<file path="src/adt_pkg.sv">
// Shared types, constants and calendar helpers for the add-days-to-date block.
package adt_pkg;

    // Field widths of one item
    localparam int DAY_W    = 5;
    localparam int MONTH_W  = 4;
    localparam int YEAR_W   = 14;
    localparam int COUNT_W  = 16;
    localparam int S_DATA_W = 40;   // 39 bits of fields, padded to whole bytes
    localparam int M_DATA_W = 24;

    // Default width of the internal day counter
    localparam int COUNT_BITS_DEF = 16;

    // Calendar constants
    localparam logic [MONTH_W-1:0] MONTH_JAN = 4'd1;
    localparam logic [MONTH_W-1:0] MONTH_FEB = 4'd2;
    localparam logic [MONTH_W-1:0] MONTH_APR = 4'd4;
    localparam logic [MONTH_W-1:0] MONTH_JUN = 4'd6;
    localparam logic [MONTH_W-1:0] MONTH_SEP = 4'd9;
    localparam logic [MONTH_W-1:0] MONTH_NOV = 4'd11;
    localparam logic [MONTH_W-1:0] MONTH_DEC = 4'd12;
    localparam logic [DAY_W-1:0]   DAY_FIRST = 5'd1;
    localparam logic [YEAR_W-1:0]  YEAR_MAX  = 14'd9999;
    localparam logic [8:0]         YEAR_DAYS = 9'd365;

    // Sequencer states
    typedef enum logic [2:0] {
        ST_IDLE,
        ST_NORM,
        ST_MONTHS,
        ST_YEARS,
        ST_DONE
    } state_t;

    // One finished result, handed from the sequencer to the output register
    typedef struct packed {
        logic               overflow;
        logic [YEAR_W-1:0]  year;
        logic [MONTH_W-1:0] month;
        logic [DAY_W-1:0]   day;
    } result_t;

    // Days in a month; leap Februaries have 29 days (every year divisible by four)
    function automatic logic [DAY_W-1:0] month_len(input logic [MONTH_W-1:0] month,
                                                   input logic leap);
        logic [DAY_W-1:0] len;
        case (month)
            MONTH_FEB: len = leap ? 5'd29 : 5'd28;
            MONTH_APR,
            MONTH_JUN,
            MONTH_SEP,
            MONTH_NOV: len = 5'd30;
            default:   len = 5'd31;
        endcase
        return len;
    endfunction

endpackage

</file>
<file path="src/adt_sub.sv">
// Shared subtract-and-compare unit: remaining day count minus a span of days.
module adt_sub #(
    parameter int COUNT_BITS = adt_pkg::COUNT_BITS_DEF
) (
    input  logic [COUNT_BITS-1:0] left,
    input  logic [8:0]            span,
    output logic [COUNT_BITS-1:0] diff,
    output logic                  borrow
);

    logic [COUNT_BITS:0] wide_diff;

    // Borrow set means the count is shorter than the span
    assign wide_diff = {1'b0, left} - (COUNT_BITS+1)'(span);
    assign diff      = wide_diff[COUNT_BITS-1:0];
    assign borrow    = wide_diff[COUNT_BITS];

endmodule

</file>
<file path="src/adt_ctrl.sv">
// Sequencer and date registers: normalizes the start date, then walks months and years.
module adt_ctrl #(
    parameter int COUNT_BITS = adt_pkg::COUNT_BITS_DEF
) (
    input  logic                         aclk,
    input  logic                         aresetn,
    input  logic                         start,
    input  logic [adt_pkg::DAY_W-1:0]    in_day,
    input  logic [adt_pkg::MONTH_W-1:0]  in_month,
    input  logic [adt_pkg::YEAR_W-1:0]   in_year,
    input  logic [adt_pkg::COUNT_W-1:0]  in_count,
    input  logic                         out_free,
    output logic                         ready,
    output logic                         done_valid,
    output adt_pkg::result_t             result
);

    // Year register must hold the start year plus every whole year the count can span
    localparam int YW_EXT = ((COUNT_BITS - 8) > adt_pkg::YEAR_W) ?
                            (COUNT_BITS - 8) : adt_pkg::YEAR_W;
    localparam int YR_W   = YW_EXT + 1;

    adt_pkg::state_t state_reg, state_next;

    logic [adt_pkg::DAY_W-1:0]   day_reg, day_next;
    logic [adt_pkg::MONTH_W-1:0] month_reg, month_next;
    logic [YR_W-1:0]             year_reg, year_next;
    logic [COUNT_BITS-1:0]       left_reg, left_next;

    // Normalized start date
    logic [adt_pkg::DAY_W-1:0]   norm_day;
    logic [adt_pkg::MONTH_W-1:0] norm_month;
    logic [YR_W-1:0]             norm_year;

    // Shared unit operands
    logic [adt_pkg::DAY_W-1:0] cur_len;
    logic [8:0]                span;
    logic [COUNT_BITS-1:0]     diff;
    logic                      borrow;
    logic                      leap;

    assign leap    = (year_reg[1:0] == 2'b00);
    assign cur_len = adt_pkg::month_len(month_reg, leap);

    // Span is a whole year in year mode, else the days left in this month
    always_comb begin
        if (state_reg == adt_pkg::ST_YEARS) begin
            span = adt_pkg::YEAR_DAYS + 9'(leap);
        end else begin
            span = 9'(6'(cur_len) + 6'd1 - 6'(day_reg));
        end
    end

    adt_sub #(
        .COUNT_BITS(COUNT_BITS)
    ) u_sub (
        .left  (left_reg),
        .span  (span),
        .diff  (diff),
        .borrow(borrow)
    );

    // Start date clean-up: zero fields, month past December, day past month end
    always_comb begin
        logic [adt_pkg::DAY_W-1:0]   d;
        logic [adt_pkg::MONTH_W-1:0] m;
        logic [YR_W-1:0]             y;
        d = day_reg;
        m = month_reg;
        y = year_reg;
        if (m == '0) begin
            m = adt_pkg::MONTH_JAN;
        end
        if (m > adt_pkg::MONTH_DEC) begin
            d = adt_pkg::DAY_FIRST;
            m = adt_pkg::MONTH_JAN;
            y = y + 1'b1;
        end
        if (d == '0) begin
            d = adt_pkg::DAY_FIRST;
        end
        if (d > adt_pkg::month_len(m, y[1:0] == 2'b00)) begin
            d = adt_pkg::DAY_FIRST;
            if (m == adt_pkg::MONTH_DEC) begin
                m = adt_pkg::MONTH_JAN;
                y = y + 1'b1;
            end else begin
                m = m + 1'b1;
            end
        end
        norm_day   = d;
        norm_month = m;
        norm_year  = y;
    end

    // Next state
    always_comb begin
        state_next = state_reg;
        case (state_reg)
            adt_pkg::ST_IDLE: begin
                if (start) state_next = adt_pkg::ST_NORM;
            end
            adt_pkg::ST_NORM: begin
                if (norm_day == adt_pkg::DAY_FIRST && norm_month == adt_pkg::MONTH_JAN) begin
                    state_next = adt_pkg::ST_YEARS;
                end else begin
                    state_next = adt_pkg::ST_MONTHS;
                end
            end
            adt_pkg::ST_MONTHS: begin
                if (borrow) begin
                    state_next = adt_pkg::ST_DONE;
                end else if (month_reg == adt_pkg::MONTH_DEC) begin
                    state_next = adt_pkg::ST_YEARS;
                end
            end
            adt_pkg::ST_YEARS: begin
                if (borrow) state_next = adt_pkg::ST_MONTHS;
            end
            adt_pkg::ST_DONE: begin
                if (out_free) state_next = adt_pkg::ST_IDLE;
            end
            default: state_next = adt_pkg::ST_IDLE;
        endcase
    end

    // Datapath updates
    always_comb begin
        day_next   = day_reg;
        month_next = month_reg;
        year_next  = year_reg;
        left_next  = left_reg;
        case (state_reg)
            adt_pkg::ST_IDLE: begin
                if (start) begin
                    day_next   = in_day;
                    month_next = in_month;
                    year_next  = YR_W'(in_year);
                    left_next  = COUNT_BITS'(in_count);
                end
            end
            adt_pkg::ST_NORM: begin
                day_next   = norm_day;
                month_next = norm_month;
                year_next  = norm_year;
            end
            adt_pkg::ST_MONTHS: begin
                if (borrow) begin
                    // count fits in this month: it is below 31 here
                    day_next = day_reg + left_reg[adt_pkg::DAY_W-1:0];
                end else begin
                    left_next = diff;
                    day_next  = adt_pkg::DAY_FIRST;
                    if (month_reg == adt_pkg::MONTH_DEC) begin
                        month_next = adt_pkg::MONTH_JAN;
                        year_next  = year_reg + 1'b1;
                    end else begin
                        month_next = month_reg + 1'b1;
                    end
                end
            end
            adt_pkg::ST_YEARS: begin
                if (!borrow) begin
                    left_next = diff;
                    year_next = year_reg + 1'b1;
                end
            end
            default: begin
            end
        endcase
    end

    always_ff @(posedge aclk) begin
        if (!aresetn) begin
            state_reg <= adt_pkg::ST_IDLE;
        end else begin
            state_reg <= state_next;
        end
    end

    always_ff @(posedge aclk) begin
        day_reg   <= day_next;
        month_reg <= month_next;
        year_reg  <= year_next;
        left_reg  <= left_next;
    end

    // Handshake outputs and clamped result
    always_comb begin
        ready           = (state_reg == adt_pkg::ST_IDLE);
        done_valid      = (state_reg == adt_pkg::ST_DONE);
        result.day      = day_reg;
        result.month    = month_reg;
        result.overflow = (year_reg > YR_W'(adt_pkg::YEAR_MAX));
        result.year     = result.overflow ? adt_pkg::YEAR_MAX
                                          : year_reg[adt_pkg::YEAR_W-1:0];
    end

endmodule

</file>
<file path="src/add_days_to_date.sv">
// Top level: stream ports, sequencer and output register of the add-days-to-date block.
//
// Adds a day count to a calendar date (February has 29 days in every year divisible
// by four) and returns the resulting date; years past 9999 clamp to 9999 with
// year_overflow set. One item at a time, all on one shared subtractor: once an item
// is taken, the sequencer normalizes the start date, then steps one month or skips
// one whole year at a time, testing for a whole year when the walk reaches 1 January.
// The walk steps months up to the next 1 January, skips whole years, then steps the
// last months, and the next item can be taken once the result has moved into the
// output register. The result sits in that register, so the next item is taken while
// the last result waits; s_tready is low while an item is being worked on.
module add_days_to_date #(
    parameter int COUNT_BITS = adt_pkg::COUNT_BITS_DEF
) (
    input  logic                          aclk,
    input  logic                          aresetn,
    // start_day[4:0], start_month[8:5], start_year[22:9], day_count[38:23], pad[39]
    input  logic [adt_pkg::S_DATA_W-1:0]  s_tdata,
    input  logic                          s_tvalid,
    output logic                          s_tready,
    // result_day[4:0], result_month[8:5], result_year[22:9], year_overflow[23]
    output logic [adt_pkg::M_DATA_W-1:0]  m_tdata,
    output logic                          m_tvalid,
    input  logic                          m_tready
);

    logic             ready;
    logic             done_valid;
    logic             out_free;
    logic             m_tvalid_reg, m_tvalid_next;
    adt_pkg::result_t m_data_reg;
    adt_pkg::result_t result;

    adt_ctrl #(
        .COUNT_BITS(COUNT_BITS)
    ) u_ctrl (
        .aclk      (aclk),
        .aresetn   (aresetn),
        .start     (s_tvalid && ready),
        .in_day    (s_tdata[4:0]),
        .in_month  (s_tdata[8:5]),
        .in_year   (s_tdata[22:9]),
        .in_count  (s_tdata[38:23]),
        .out_free  (out_free),
        .ready     (ready),
        .done_valid(done_valid),
        .result    (result)
    );

    // Output register takes a result once the previous one has gone
    assign out_free = !m_tvalid_reg || m_tready;

    always_comb begin
        m_tvalid_next = m_tvalid_reg;
        if (done_valid && out_free) begin
            m_tvalid_next = 1'b1;
        end else if (m_tready) begin
            m_tvalid_next = 1'b0;
        end
    end

    always_ff @(posedge aclk) begin
        if (!aresetn) begin
            m_tvalid_reg <= 1'b0;
        end else begin
            m_tvalid_reg <= m_tvalid_next;
        end
    end

    always_ff @(posedge aclk) begin
        if (done_valid && out_free) begin
            m_data_reg <= result;
        end
    end

    assign s_tready = ready;
    assign m_tvalid = m_tvalid_reg;
    assign m_tdata  = m_data_reg;

endmodule

</file>
<file path="config.mk">
export PLATFORM = sky130hd
export DESIGN_NAME = add_days_to_date
export DESIGN_NICKNAME = d
export VERILOG_FILES = /design/src/adt_pkg.sv /design/src/adt_sub.sv /design/src/adt_ctrl.sv /design/src/add_days_to_date.sv
export SDC_FILE = /design/constraint.sdc
export NUM_CORES = 1
export LEC_CHECK = 0
export BUFFER_PORTS_ARGS = -buffer_cell sky130_fd_sc_hd__buf_2
export CORE_MARGIN = 3
export CORE_UTILIZATION = 44
export DETAILED_ROUTE_END_ITERATION = 8
export GPL_TIMING_DRIVEN = 0
export HOLD_SLACK_MARGIN = 0.05
export PLACE_DENSITY_LB_ADDON = 0.05
export SLEW_MARGIN = 10
export SYNTH_ARGS = -nofsm -noshare
export SYNTH_HDL_FRONTEND = slang
export SYNTH_SLANG_ARGS = --single-unit
</file>
<file path="constraint.sdc">
create_clock -name aclk -period 8.08 [get_ports aclk]
set_clock_uncertainty 0.05 [all_clocks]
set_input_delay 1.212 -clock aclk [delete_from_list [all_inputs] [get_ports aclk]]
set_output_delay 1.212 -clock aclk [all_outputs]
set_load 0.02 [all_outputs]
</file>
# Word-level counts from Yosys, hierarchy flattened
# Cells that the tools add are included.
[totals]
in_bits = 44
latch_bits = 0
mem_bits_rw = 0
n_memories = 0
rom_bits = 0
ff_bits = 68
[op_classes]
magnitude_cmp = 3
n_addsub = 9
shifts = 0
bitwise = 0
div = 0
multipliers = 0
n_eq_ne = 26
mux = 39
n_reduce_logical = 22
[ops]
columns = ["operator", "n"]
rows = [
  ["2-to-1 mux 15 bit", 7],
  ["one-hot mux 15 bit (4 select lines)", 1],
  ["2-to-1 mux 16 bit", 2],
  ["one-hot mux 16 bit (2 select lines)", 1],
  ["adder 15 x 1 -> 15 bit, second input constant", 2],
  ["2-to-1 mux 4 bit", 7],
  ["2-to-1 mux 5 bit", 5],
  ["== test 4 bit, second input constant", 6],
  ["one-hot mux 5 bit (2 select lines)", 2],
  ["subtractor 16 x 9 -> 17 bit", 1],
  ["== test 4 x 3 -> 1 bit, second input constant", 4],
  ["greater-than comparator 15 x 14 -> 1 bit, second input constant", 1],
  ["2-to-1 mux 3 bit", 5],
  ["one-hot mux 3 bit (5 select lines)", 1],
  ["one-hot mux 5 bit (3 select lines)", 1],
  ["one-hot mux 4 bit (3 select lines)", 1],
  ["adder 9 x 1 -> 9 bit, first input constant", 1],
  ["2-to-1 mux 9 bit", 1],
  ["subtractor 9 x 5 -> 9 bit", 1],
  ["adder 4 x 1 -> 4 bit, second input constant", 2],
  ["== test 4 x 2 -> 1 bit, second input constant", 2],
  ["!= test 2 bit, second input constant", 4],
  ["OR reduction 4 bit", 2],
  ["adder 5 x 1 -> 6 bit, second input constant", 1],
  ["other kinds (26)", 38],
]

# Logic depth before layout (Yosys ltp)
# Gate-level depths: netlist of run 1.
[depth]
ltp_word = 13
ltp_mapped = 21
depth_no_buf = 20

# Modules after synthesis
# Synthesis of run 1 repeated with hierarchy kept, for this count alone.
[hier_totals]
hier_cells = 582
hier_area_um2 = 5345.1
[by_module_without_submodules]
columns = ["mod", "area_each_um2", "n_inst", "cells_each"]
rows = [
  ["adt_ctrl", 3968.8, 1, 473],
  ["add_days_to_date", 784.5, 1, 30],
  ["adt_sub", 591.8, 1, 79],
]

# Worst setup path before layout of run 1
# No wires, ideal clock.
[synth_path]
path_kind = "flip-flop to flip-flop"
start = "register u_ctrl.month_reg[0] in the netlist's numbering"
end = "register u_ctrl.year_reg[0], enable pin"
path_buffers = 1
slack_ps = 1244
path_stages_with_launch = 19
synth_period_minus_slack_ps = 6836
arrival_time_ps = 6316
required_time_ps = 7560
setup_ps = 470
path_cell_list = "edfxtp_1 -> buf_2 -> inv_1 -> ha_1 -> o21ai_0 -> o21ai_0 -> a21oi_1 -> ha_1 -> ha_1 -> a21o_1 -> a21o_1 -> a21o_1 -> a21o_1 -> or3_1 -> ha_1 -> o21ai_0 -> o21bai_1 -> a211oi_4 -> a2111oi_0"
[synth_between]
elab_chain_cells = 9
elab_cells_between_ends = 16
cone_classes = "3 x add/sub; 9 x eq/ne; 2 x mux; 2 x reduce/logical"
[synth_lines]
columns = ["item", "line", "rtl"]
rows = [
  ["from (decl)", "adt_ctrl.sv:26", "logic [adt_pkg::MONTH_W-1:0] month_reg, month_next;"],
  ["from (signal assigned)", "adt_ctrl.sv:183", "month_reg <= month_next;"],
  ["== test 4 x 3 -> 1 bit / == test 4 bit (equally long branches)", "adt_pkg.sv:48", "case (month)"],
  ["OR reduction 4 bit", "adt_pkg.sv:48", ""],
  ["one-hot mux 5 bit (2 select lines)", "adt_pkg.sv:48", ""],
  ["adder 5 x 1 -> 6 bit", "adt_ctrl.sv:50", "span = 9'(6'(cur_len) + 6'd1 - 6'(day_reg));"],
  ["subtractor 9 x 5 -> 9 bit", "adt_ctrl.sv:50", ""],
  ["2-to-1 mux 9 bit", "adt_ctrl.sv:47", "if (state_reg == adt_pkg::ST_YEARS) begin"],
  ["subtractor 16 x 9 -> 17 bit", "adt_sub.sv:14", "assign wide_diff = {1'b0, left} - (COUNT_BITS+1)'(span);"],
  ["!= test 2 bit (no source line)", "--", ""],
  ["AND reduction 5 bit (no source line) *", "--", ""],
  ["to (signal assigned)", "adt_ctrl.sv:184", "year_reg <= year_next;"],
  ["to (decl)", "adt_ctrl.sv:27", "logic [YR_W-1:0] year_reg, year_next;"],
]
# Mark *: on every way between the ends. The rest lies on a longest branch, timed or not.
# A chain may end at the register's enable or synchronous reset.

# Worst setup path after layout of run 1
[layout_path]
start = "register u_ctrl.month_reg[0] in the netlist's numbering"
end = "register u_ctrl.year_reg[8], enable pin"
# Same word-level chain as after synthesis.

==> impl_results.md, run 1 <==
- Status: finished clean
- Setup repair bufs after CTS: 0
- Critical path class: reg2reg
- Die H: approximately 110 µm
- Final setup viols: 0
- Final setup TNS: 0 ns
- Tmin final: 5.77 ns
- Leakage: 2.40 nW
- Post-synth design cell area: around 5200 µm²
- Routability cong.: ~0.92
- Synth cell types: 66
- PostCTS Resize Cnt: 0
- Post-Place Cells: 770
- Top post-synthesis cells by count: edfxtp_1 (64), nand2_1 (53), xnor2_1 (42), o21ai_0 (39), nor2_1 (36)
- Avg Cell Area, Syn: 9.40 µm²
- Tightest Pin Transition: 0.792 ns
- Max clock buf depth: 2
- DR vias/cell: 5.74
- Final Non-Filler Cells: 786
- Via count: roughly 4500
- Core area: 11500 µm²
- Share of the synthesized area in the top cell type: 36.9%
- Setup WS post-layout: ~2.3 ns
- Routed Antenna Nets: 0
- Htree depth: 3
- R2R setup slack: 2.31 ns
- Slowest cell on crit path: a2111oi_2
- Number of synthesized flops with an enable pin: 64
- Clock network fraction of design power: about a fifth
- Row count: 39
- Starting Density: a little under half
- Seq/Total Area, Yosys: 38.4%
- Pwr Density: about 280 nW/µm²
- Fin. Hold Viols: 0
- Peak VDD IR: 0.184 mV
- Pins over their slew limit: 0
- Logic pwr share: 50.0%
- Most frequent cell after synthesis: edfxtp_1
- Area growth, synth to finish: 15.8%
- Post-place instance area: 5780 µm²
- Total chip power: 1.71 mW
- Top_reg_cell synth: edfxtp_1
- Worst hold margin: about 0.43 ns
- Seq pwr share: 29.4%
- All-Layer GR Usage: a little over a fifth
- Required time of the worst setup path: 8.09 ns
- Final worst-path cycle share: a little under three quarters
- Asr flop ratio synth: 0%
- Setup crit start kind: flop
- Top post-synthesis cells by area: edfxtp_1 (37%), ha_1 (7.9%), xnor2_1 (7.1%)
- Clock Latency Late Sink: 0.34 ns
- I/O pins: 70
- HP Class: reg2reg
- Crit path largest cell delay: about 0.61 ns
- Num CTS Buffers: 9
- Arrival @ worst endpoint: 5.77 ns
- Synth warnings: 0
- Max-slew headroom: roughly 47%
- Area of the multi-input gates: 2980 µm²
- Int Power: 1.02 mW
- Max reg flops: 24
- Crit. End Element: flop
- Worst-path maximum fanout: 10
- Clk root buf: clkbuf_16
- Synth Net Count: 635
- TritonCTS clock tree: yes
- Layout cells sized above 1: around 18%
- Die W: 115 µm
- Drt pass-1 iters: 5
- First-pass GRT wire length: 22100 µm
- Fillers: 1071
- Nets: 718
- WL final: 13600 µm
- Antenna cell count: 0
- FMAX: roughly 170 MHz
- Synth area leader: edfxtp_1
- Reg clk slew, reported paths: 0.06 ns
- Switching share of power: between 40% and 50%
- Number of global-route vias before repair: 4501
- Final instance area: 6040 µm²
- Max Cap Viol: 0
- Synth Register Bits: 68
- Drt wl/cell: 17.3 µm
- Unrepaired setup endpoints after global routing: false
- HPWL after detailed placement: 10400 µm
- Pin count of the biggest net entering global routing: 25
- Hold_buf cts: 0
- Post-placement setup slack: 2.23 ns
- IO buf count: 68
- Switching power: 0.686 mW
- Die area: 13200 µm²
- Cell Chain, Critical Path: buf_2 -> inv_1 -> ha_1 -> o21ai_0 -> o21ai_0 -> a21oi_1 -> ha_1 -> ha_1 -> a21o_1 -> a21o_1 -> a21o_1 -> a21o_1 -> or3_1 -> ha_1 -> o21ai_0 -> o21bai_1 -> a211oi_4 -> a2111oi_2 -> buf_2 -> buf_4
- DRC viols: 0
- GR Overflow Total: 0
- Sequential Area: 2000 µm²
- Final core occ: 52.4%
- Mapped Cells: between 500 and 600
- CTS Sinks: 68
- Initial DRC Count: 291
- Initial antenna violation count: 0
path summary, 6_finish.rpt:
check                      start                 end  cells after the start
max          u_ctrl.month_reg[0]  u_ctrl.year_reg[8]                     20
min reg2reg  u_ctrl.month_reg[3]          m_tdata[8]                      0
max reg2reg  u_ctrl.month_reg[0]  u_ctrl.year_reg[8]                     20
min          u_ctrl.month_reg[3]          m_tdata[8]                      0
area by class of cell:
class | instances | share of cell area, %
clock buffers | 12 | 3.92
well taps | 143 | 2.96
repair buffers | 72 | 6.18
plain buffers | 29 | 2.32
clock inverters | 4 | 0.269
flip-flops and latches | 68 | 33.2
inverters | 29 | 1.80
multi-input cells | 429 | 49.4
routing by layer:
layer	wire, µm	global-route usage, %
met1	6100	26.8
met2	6420	36.0
met3	658	3.58
met4	458	11.3
met5	0	0
layout by cell type, fill, tap and decap left out, drive strengths merged, types with 4 or more instances in the layout:
master and n:
inv 29, nor3 17, or3 10, a21o 11, o22a 4, and3 5, xnor2 43, o2111ai 4
nor2 36, nor2b 8, and2 6, nand2 53, a211oi 5, o21ai 42, a22oi 14, a31oi 11
nor4 8, clkbuf 27, xor2 16, edfxtp 64, nand2b 12, ha 33, buf 86, a21oi 26
o21a 4, nand3 16, dfxtp 4, clkinv 4
kinds of logic (layout without fill, tap and decap cells):
group,Yosys count,after routing,share of synthesized area [%]
adder cells (fa/ha/maj),36,36,9.07
flip-flops,68,68,38.4
multiplexers,3,3,0.600
AND/OR/NAND/NOR,188,188,19.1
buffers and inverters,58,146,4.77
AO/OA/AOI/OAI,143,143,18.0
XOR/XNOR,59,59,10.1
critical path: cells and delay by family (launching register included):
family / cells / cell delay (ns)
compound gates: 11 / 2.63
fa+ha+maj: 4 / 1.18
buf+inv: 4 / 0.85
flops: 1 / 0.43
simple gates: 1 / 0.33
power by group through the flow:
| stage | registers [mW] | logic [mW] | clock network, mW |
|---|---|---|---|
| detailed placement | 0.509 | 0.850 | 0 |
| global route | 0.510 | 0.969 | 0.371 |
| finish | 0.503 | 0.855 | 0.353 |
| global placement | 0.510 | 0.822 | 0 |
| CTS | 0.503 | 0.857 | 0.358 |
| floorplan | 0.495 | 0.664 | 0 |
Note: power is estimated with default switching activity, not from simulation.
==> inputs of run 2 (changes only) <==
==> constraint.sdc (replaced) <==
create_clock -name aclk -period 5.7 [get_ports aclk]
set_clock_uncertainty 0.05 [all_clocks]
set_input_delay 0.855 -clock aclk [delete_from_list [all_inputs] [get_ports aclk]]
set_output_delay 0.855 -clock aclk [all_outputs]
set_load 0.02 [all_outputs]
==> impl_results.md, run 2 (synthesis results as in run 1) <==
- Critical path class: reg2reg
- Num CTS Buffers: 9
- Sequential Area: 2000 µm²
- Required time of the worst setup path: 5.75 ns
- Core area: about 12000 µm²
- Pwr Density: approximately 400 nW/µm²
- R2R cell count: 21
- I/O pins: 70
- Layout cells sized above 1: 19.1%
- Most frequent cells in the layout: buf_2 (77), edfxtp_1 (64), nand2_1 (53)
- Switching share of power: 39.8%
- Die W: 115 µm
- Initial antenna violation count: 0
- Setup crit start kind: flop
- Starting Density: 45.3%
- Initial DRC Count: 229
- Peak VDD IR: 0.304 mV
- RR Startpoint: u_ctrl.month_reg[0]
- Total chip power: 2.42 mW
- Arrival @ worst endpoint: 5.52 ns
- Hold_buf cts: 0
- Final Non-Filler Cells: 786
- Fillers: 1083
- IO buf count: between 60 and 70
- Area of the multi-input gates: between 3000 and 4000 µm²
- Pins over their slew limit: 0
- TritonCTS clock tree: yes
- Via count: 4427
- DR vias/cell: 5.63
- Max-slew headroom: between 40 and 50%
- Switching power: 0.965 mW
- CP Capture Point: u_ctrl.left_reg[6]
- HPWL after detailed placement: 10200 µm
- Fin. Hold Viols: 0
- Worst-path maximum fanout: 12
- Max clock buf depth: 2
- HP Class: reg2reg
- Critical path origin: u_ctrl.month_reg[0]
- Tightest Pin Transition: 0.771 ns
- Tmin final: 5.47 ns
- R2R setup slack: 0.23 ns
- Logic pwr share: 49.9%
- First-pass GRT wire length: ~21000 µm
- Max reg flops: 24
- Clock Latency Late Sink: approximately 0.34 ns
- Drt wl/cell: 17.1 µm
- RR Endpoint: u_ctrl.left_reg[6]
- Reg clk slew, reported paths: 0.05 ns
- Post-place instance area: ~5800 µm²
- Crit path largest cell delay: approximately 0.6 ns
- Final worst-path cycle share: approximately 96%
- All-Layer GR Usage: 21.0%
- Status: finished clean
- Most common cell after layout, fill and taps aside: buf_2
- Max Cap Viol: 0
- Leakage: 2.41 nW
- Pin count of the biggest net entering global routing: 25
- Crit. End Element: flop
- Slowest cell on crit path: a2111oi_0
- Routed Antenna Nets: 0
- Drt pass-1 iters: 5
- Final instance area: slightly above 6000 µm²
- Clock network fraction of design power: between 20 and 25%
- Clk root buf: clkbuf_16
- WL final: 13400 µm
- DRC viols: 0
- Die H: 115 µm
- Cell Chain, Critical Path: clkbuf_4 -> inv_1 -> ha_1 -> o21ai_0 -> o21ai_0 -> a21oi_2 -> ha_1 -> ha_1 -> a21o_1 -> a21o_1 -> a21o_1 -> a21o_1 -> xnor2_1 -> nor2_1 -> ha_1 -> a2111oi_0 -> o21bai_2 -> a211oi_4 -> nand2b_1 -> a21oi_2 -> buf_8
- GR Overflow Total: 0
- Post-placement setup slack: -0.0937 ns
- Nets: slightly above 700
- FMAX: 183 MHz
- Die area: between 10000 and 15000 µm²
- Seq pwr share: 29.4%
- Post-Place Cells: 768
- Area growth, synth to finish: 16.6%
- Htree depth: 3
- Final setup viols: 0
- CTS Sinks: 68
- Antenna cell count: 0
- Setup WS post-layout: roughly 0.23 ns
- Routability cong.: a little under 0.9
- Int Power: roughly 1.5 mW
- Row count: 39
- Number of global-route vias before repair: 4277
==> run 2: cell count changes in the layout (fill, tap and decap cells not counted), sizes merged <==
cell and change:
buf -1, clkinv +1, clkinvlp +1, clkbuf -1
==> run 2: critical path: cells and delay by family, from the launching register on <==
| kind | cells | cell delay (ns) |
|---|---|---|
| AOI/OAI and AO/OA | 11 | 2.71 |
| xor gates and xnor gates | 1 | 0.13 |
| adders and majority gates | 4 | 1.08 |
| buffers and inverters | 3 | 0.55 |
| DFF | 1 | 0.45 |
| and+or+nand+nor | 2 | 0.27 |
==> run 2: per-stage QoR <==
step	setup TNS [ns]	hold WS [ns]	util (%)
6_report	0	0.429	52.8
5_1_grt	-2.37	0.456	52.8
4_1_cts	0	0.435	52.6
3_5_place_dp	-0.839	0.423	50.3
3_3_place_gp	-27.57	0.411	49.8
2_1_floorplan	0	0.394	-
==> run 2: power groups by stage <==
stage / clock [mW] / combinational, mW / sequential [mW]
after CTS: 0.514 / 1.21 / 0.713
final: 0.502 / 1.21 / 0.713
after floorplan: 0 / 0.942 / 0.701
after detailed placement: 0 / 1.20 / 0.722
after global routing: 0.534 / 1.36 / 0.723
after global placement: 0 / 1.17 / 0.722
==> run 2: worst min-delay path by stage <==
stage	depth (start not counted)	slack, ns	end	start
2_1_floorplan	0	0.39	m_tdata[8]	u_ctrl.month_reg[3]
3_5_place_dp	0	0.42	m_tdata[8]	u_ctrl.month_reg[3]
4_1_cts	0	0.44	m_tdata[8]	u_ctrl.month_reg[3]
6_report	0	0.43	m_tdata[8]	u_ctrl.month_reg[3]
3_3_place_gp	0	0.41	m_tdata[8]	u_ctrl.month_reg[3]
5_1_grt	0	0.46	m_tdata[8]	u_ctrl.month_reg[3]
==> run 2: final cells by class <==
cell class | count | share of cell area [%]
plain buffers | 29 | 2.35
clock buffers | 10 | 3.77
clock inverters | 6 | 0.515
inverters | 29 | 1.79
multi-input cells | 429 | 49.4
flip-flops and latches | 68 | 32.9
well taps | 143 | 2.94
repair buffers | 72 | 6.28
==> run 2: per-layer routing <==
layer	vias to the layer above	wire length, µm	GRT usage, %
met4	0	243	7.67
met5	-	0	0
met3	17	681	3.32
met1	2089	5950	27.0
li1	2196	-	-
met2	125	6560	35.6
==> run 2: timing repair <==
action / in CTS / in global routing
setup buffers: 1 / 1
resized for setup: 0 / 4
pin swaps: 1 / 1
endpoints found under the setup margin: 9 / 39
